File: config.mk
export PLATFORM = sky130hd
export DESIGN_NAME = isingmet_ctrl
export DESIGN_NICKNAME = d
export VERILOG_FILES = /design/src/isingmet_pkg.sv /design/src/isingmet_ctrl.sv
export SDC_FILE = /design/constraint.sdc
export NUM_CORES = 1
export LEC_CHECK = 0
export BUFFER_PORTS_ARGS = -buffer_cell sky130_fd_sc_hd__buf_4
export CAP_MARGIN = 30
export CORE_AREA = 2 2 39 41
export CTS_CLUSTER_DIAMETER = 50
export DETAILED_ROUTE_END_ITERATION = 8
export DIE_AREA = 0 0 41 43
export SYNTH_ARGS = -nofsm -noshare
export SYNTH_HDL_FRONTEND = slang
export SYNTH_SLANG_ARGS = --single-unit
File: constraint.sdc
create_clock -name i_clk -period 1.4 [get_ports i_clk]
set_input_delay 0.07 -clock i_clk [delete_from_list [all_inputs] [get_ports i_clk]]
set_output_delay 0.07 -clock i_clk [all_outputs]
set_load 0.03 [all_outputs]
File: src/isingmet_pkg.sv
// Package for the Metropolis spin update unit: item kinds, register indexes,
// site selection codes and the command/status structs between controller and datapath.
// No dependencies.
package isingmet_pkg;

    // Widths fixed by the item and register fields.
    localparam int unsigned COORD_W   = 8;
    localparam int unsigned DRAW_W    = 8;
    localparam int unsigned CFG_W     = 9;
    localparam int unsigned CFG_IDX_W = 2;
    localparam int unsigned ENERGY_W  = 5;

    // Item kinds. The unused code behaves as a read.
    localparam logic [1:0] KIND_WRITE   = 2'd0;
    localparam logic [1:0] KIND_READ    = 2'd1;
    localparam logic [1:0] KIND_ATTEMPT = 2'd2;

    // Configuration register indexes.
    localparam logic [CFG_IDX_W-1:0] CFG_SIDE        = 2'd0;
    localparam logic [CFG_IDX_W-1:0] CFG_LIMIT_FOUR  = 2'd1;
    localparam logic [CFG_IDX_W-1:0] CFG_LIMIT_EIGHT = 2'd2;

    // Reset value of the side register.
    localparam logic [CFG_W-1:0] SIDE_RESET = 9'd256;

    // Which lattice site the memory port addresses.
    typedef enum logic [2:0] {
        SITE_CENTER,
        SITE_ROW_NEXT,
        SITE_ROW_PREV,
        SITE_COL_PREV,
        SITE_COL_NEXT
    } t_site;

    // Commands from the controller to the datapath.
    typedef struct packed {
        logic  load;    // latch the accepted item
        logic  rd_en;   // read the lattice at the selected site
        t_site site;    // site addressed by the memory port
        logic  finish;  // write back and load the result register
    } t_ctrl_cmd;

    // Status from the datapath to the controller.
    typedef struct packed {
        logic       bad;   // a coordinate is at or above the side in use
        logic [1:0] kind;  // kind of the item in work
    } t_dp_status;

endpackage

File: src/isingmet_ctrl.sv
// Controller for the Metropolis spin update unit: sequences lattice reads,
// the write-back and the result handshake. Depends on isingmet_pkg.
module isingmet_ctrl (
    input  logic                   i_clk,
    input  logic                   i_rst_n,
    input  logic                   i_valid,
    output logic                   o_ready,
    output logic                   o_valid,
    input  logic                   i_ready,
    input  isingmet_pkg::t_dp_status i_status,
    output isingmet_pkg::t_ctrl_cmd  o_cmd
);
    import isingmet_pkg::*;

    typedef enum logic [2:0] {
        S_IDLE,
        S_DECIDE,
        S_NBR,
        S_WAIT,
        S_FINISH
    } t_state;

    t_state     r_state, n_state;
    logic [1:0] r_nbr_cnt, n_nbr_cnt;
    logic       r_out_valid, n_out_valid;
    logic       can_finish;
    t_site      nbr_site;

    // The result register is free when empty or being taken this cycle.
    assign can_finish = !r_out_valid || i_ready;

    // Neighbor visited at each step of the neighbor reads.
    always_comb begin
        case (r_nbr_cnt)
            2'd0:    nbr_site = SITE_ROW_NEXT;
            2'd1:    nbr_site = SITE_ROW_PREV;
            2'd2:    nbr_site = SITE_COL_PREV;
            default: nbr_site = SITE_COL_NEXT;
        endcase
    end

    // Next state and commands.
    always_comb begin
        n_state      = r_state;
        n_nbr_cnt    = r_nbr_cnt;
        n_out_valid  = r_out_valid && !i_ready;
        o_cmd.load   = 1'b0;
        o_cmd.rd_en  = 1'b0;
        o_cmd.site   = SITE_CENTER;
        o_cmd.finish = 1'b0;
        unique case (r_state)
            S_IDLE: begin
                if (i_valid) begin
                    o_cmd.load = 1'b1;
                    n_state    = S_DECIDE;
                end
            end
            S_DECIDE: begin
                n_nbr_cnt = 2'd0;
                if (i_status.bad || i_status.kind == KIND_WRITE) begin
                    n_state = S_FINISH;
                end else begin
                    o_cmd.rd_en = 1'b1;
                    n_state = (i_status.kind == KIND_ATTEMPT) ? S_NBR : S_WAIT;
                end
            end
            S_NBR: begin
                o_cmd.rd_en = 1'b1;
                o_cmd.site  = nbr_site;
                n_nbr_cnt   = r_nbr_cnt + 2'd1;
                if (r_nbr_cnt == 2'd3) begin
                    n_state = S_WAIT;
                end
            end
            S_WAIT: begin
                n_state = S_FINISH;
            end
            S_FINISH: begin
                if (can_finish) begin
                    o_cmd.finish = 1'b1;
                    n_out_valid  = 1'b1;
                    n_state      = S_IDLE;
                end
            end
            default: begin
                n_state = S_IDLE;
            end
        endcase
    end

    // State and registered outputs.
    always_ff @(posedge i_clk) begin
        if (!i_rst_n) begin
            r_state     <= S_IDLE;
            r_nbr_cnt   <= 2'd0;
            r_out_valid <= 1'b0;
        end else begin
            r_state     <= n_state;
            r_nbr_cnt   <= n_nbr_cnt;
            r_out_valid <= n_out_valid;
        end
    end

    assign o_ready = (r_state == S_IDLE);
    assign o_valid = r_out_valid;

endmodule

# Word level (Yosys, flattened, before mapping)
# Index checks and enable logic that the tools add are counted.
[totals] out_inout_bits=8 mem_bits_rw=0 rom_bits=0 register_bits=6 latchBits=0 inputBits=7 wordCells=42 n_memories=0
[classes] div=0 reduce_logical=10 n_mul=0 add_sub_neg=1 shifts=0 magnitude_cmp=0 bitwise=0 muxes=17 n_eq_ne=11
[op_table] op="2-to-1 mux 3 bit" count=5
[op_table] op="one-hot mux 3 bit (5 select lines)" count=1
[op_table] op="one-hot mux 3 bit (3 select lines)" count=1
[op_table] op="2-to-1 mux 1 bit" count=8
[op_table] op="equality test 2 bit (second input constant)" count=3
[op_table] op="equality test 3 x 2 -> 1 bit (second input constant)" count=2
[op_table] op="!= test 2 bit (second input constant)" count=3
[op_table] op="logical NOT 2 bit" count=2
[op_table] op="one-hot mux 2 bit (2 select lines)" count=1
[op_table] op="equality test 3 x 1 -> 1 bit (second input constant)" count=1
[op_table] op="equality test 3 bit (second input constant)" count=1
[op_table] op="logical NOT 3 bit" count=1
[op_table] op="AND reduction 3 bit" count=1
[op_table] op="adder 2 x 1 -> 2 bit (second input constant)" count=1
[op_table] op="equality test 2 x 1 -> 1 bit (second input constant)" count=1
[op_table] op="logical NOT 1 bit" count=2
[op_table] op="logical OR 1 bit" count=2
[op_table] op="one-hot mux 1 bit (2 select lines)" count=1
[op_table] op="nonzero test 2 bit" count=1
[op_table] op="logical AND 1 bit" count=1

# Logic depth before layout (Yosys ltp)
[logic_depth] ltp_word=4 mapped_depth=5 ltp_nobuf=4

# Least setup slack after synthesis
# Ideal clock, no wire load.
[synth_path] path_kind="reg2out" startpoint="register r_state[2]" endpoint="output port o_cmd[5] (netlist name)" path_slack_ps=-267 n_path_buf=1 path_stages_with_launch=4 t_required_ps=1330 t_arrival_ps=1597 cell_sequence="dfxtp_1 -> buf_2 -> nor3_1 -> and2_1"
[synth_rtl] item="start: declaration" line="isingmet_ctrl.sv:23" rtl="t_state r_state, n_state;"
[synth_rtl] item="start signal: assignment" line="isingmet_ctrl.sv:98" rtl="r_state <= n_state;"
[synth_rtl] item="end: declaration" line="isingmet_ctrl.sv:11" rtl="output isingmet_pkg::t_ctrl_cmd o_cmd"

==> impl_metrics.yaml <==
worst_setup_path:
  arrival_ns: 1.25
  path_class: "register to output pin"
  critical_path_required_ns: 1.33
  worst_setup_path_end_kind: "output pin"
  path_max_fanout: 4
  critPathLaunchType: "register"
floorplan:
  die_area_um2: 1760
  row_count: 14
  die_h_um: 43
  die_w_um: 41
  io_pins: 15
  core_area_um2: 1380
  initial_core_util_pct: 28.8
cells_and_area:
  nets: 77
  area_growth_pct: 35.1
  utilization_pct: 39.0
  layout-drive-gt1-share_pct: 43.1
  final_cell_count_no_fill: 81
  diodes: 0
  fillCellCount: 142
route:
  wirelength_um: 814
  drc: 0
  drtAntennaViolNets: 0
  wl_per_cell_um: 10.0
  drt-initial-drc-count: 2
  dr_wl_met3_um: 48
  vias_per_cell: 4.70
  drt_pre_antenna_iters: 2
  met2_length_um: 401
  vias: 381
  wl_met1_um: 354
  routed.top_layer: "met4"
clocking:
  cts_tree: "done"
  cts_buffers: 3
  cts.clk_slew.worst_paths_ns: 0.05
  cts_hold_buf: 0
  postCtsSetupRepairBufs: 0
  clock_path_buffers: 2
  clock-sinks: 6
  clock-root-buffer: "clkbuf_4"
  htreeDepth: 1
  worstSkewPairLatency_ns: 0.24
synth:
  postSynthAreaPerCell_um2: 7.68
  yosys-top-cells-count: "dfxtp_1, inv_1, nor2_1"
  ys_ff_latch: 6
  synth.most_common_cell: "dfxtp_1"
  synth_edf_count: 0
  ys_warn_count: 0
  synthFlopType: "dfxtp_1"
  yosysTopAreaCell: "dfxtp_1"
  seq_area_frac_synth_pct: 30.1
  synth_cell_types: 24
  synth_nets: 62
  synthCells: 52
  async_flop_share_pct: 0
  netlist.area_leader.share_pct: 30.1
  netlist_area_um2: 399
  synth.top_cells.by_area: "dfxtp_1, ha_1, a31oi_1"
global_routing:
  antenna_found_initial: 0
  grt_max_degree: 12
  first_global_vias: 319
  gr-usage-all-layers_pct: 11.7
  overflow: 0
  grt_pass1_wl_um: 1320
flow_run:
  drv_cap: 0
timing:
  tightest_slew_ns: 0.226
  setup_viol: 0
  hold_ws_ns: 0.0929
  max_freq_mhz: 756
  rsz0062_at_grt: "false"
  period_share_pct: 94.5
  post-route-min-period_ns: 1.32
  finClkSkew_ns: 0.00161
  setup_tns_ns: 0
  hold_violations: 0
  slew_headroom_pct: 84.9
  slew_violations: 0
pwr:
  power.leakage_nw: 0.252
  vdd_drop_max_mv: 0.315
  power_density_nw_per_um2: 919
run_status:
  status: "finished, final reports clean"
placement:
  place_inst: 78
  dp_hpwl_um: 626
  io_buffers: 14
  place.gp.congestion: 0.726
hold_path:
  hold_path.class: "primary input to register"
[worst max-delay path: stages (launching register included)]
cell,delay [ns]
dfxtp_2,0.34
inv_1,0.07
ha_1,0.28
nand3_1,0.10
inv_1,0.05
buf_4,0.16
[final cells by class]
class / count / area, um^2 / area share (%)
Clock buffer: 3 / 22.5 / 4.18
Inverter: 5 / 18.8 / 3.48
Multi-Input combinational cell: 37 / 246 / 45.7
Sequential cell: 6 / 126 / 23.4
Tap cell: 16 / 20.0 / 3.71
Timing Repair Buffer: 14 / 105 / 19.5
[per-stage QoR]
stage          power [mW]  area (um^2)  setup slack, ns
6_report            0.495          539           0.0776
5_1_grt             0.534          539          0.00285
4_1_cts             0.501          529          0.00960
3_5_place_dp        0.332          503            0.172
3_3_place_gp        0.331          503            0.213
2_1_floorplan       0.293          409           0.0211
[worst paths after layout]
kind              slack [ns]                         to                 startpoint  cells after the start
setup / recovery        0.08                   o_cmd[2]  r_nbr_cnt[0]$_SDFFE_PN0P_                      5
hold / removal          0.09    r_state[0]$_SDFFE_PN0P_                i_status[0]                      3
setup reg to reg        0.24    r_state[0]$_SDFFE_PN0P_  r_nbr_cnt[1]$_SDFFE_PN0P_                      4
hold reg to reg         0.50  r_nbr_cnt[0]$_SDFFE_PN0P_  r_nbr_cnt[0]$_SDFFE_PN0P_                      2
[placed cells by master, fill, tap and decap left out, drive strengths merged]
| cell | instances |
|---|---|
| buf | 14 |
| nor2 | 7 |
| dfxtp | 6 |
| inv | 5 |
| nand3 | 3 |
| nand2 | 3 |
| a31oi | 3 |
| ha | 3 |
| clkbuf | 3 |
| nor3 | 3 |
| a21oi | 3 |
| nor2b | 2 |
| and3 | 2 |
| o21ai | 2 |
| or2 | 1 |
| and2 | 1 |
| mux2i | 1 |
| a21o | 1 |
| a211oi | 1 |
| a211o | 1 |
[power breakdown]
part	internal, mW	switching, mW
registers	0.183	0.0233
logic	0.0558	0.0730
clock network	0.0970	0.0636
total	0.335	0.160
[timing repair]
item / 4_1_cts / 5_1_grt
pin swaps: 0 / 0
endpoints found under the setup margin: 3 / 5
gates cloned: 0 / 0
hold endpoints to repair: 0 / 0
resized for setup: 2 / 5
[sequential cells by signal, summed over array words and instances (netlist names)]
name,flops
o_valid,1
r_nbr_cnt,2
r_state,3
[per-layer routing]
metal | global-route usage (%) | up-vias
li1 | - | 200
met1 | 13.6 | 168
met2 | 15.6 | 11
met3 | 3.14 | 2
met4 | 12.0 | 0
met5 | 0 | -
[logic make-up after synthesis]
kind of cell	count (synthesis)	synth area share, %
simple gates	22	27.6
compound gates	11	17.9
mux	1	2.51
fa+ha+maj	3	9.41
buf+inv	9	12.5
flops	6	30.1
Note: power is estimated with default switching activity, not from simulation.
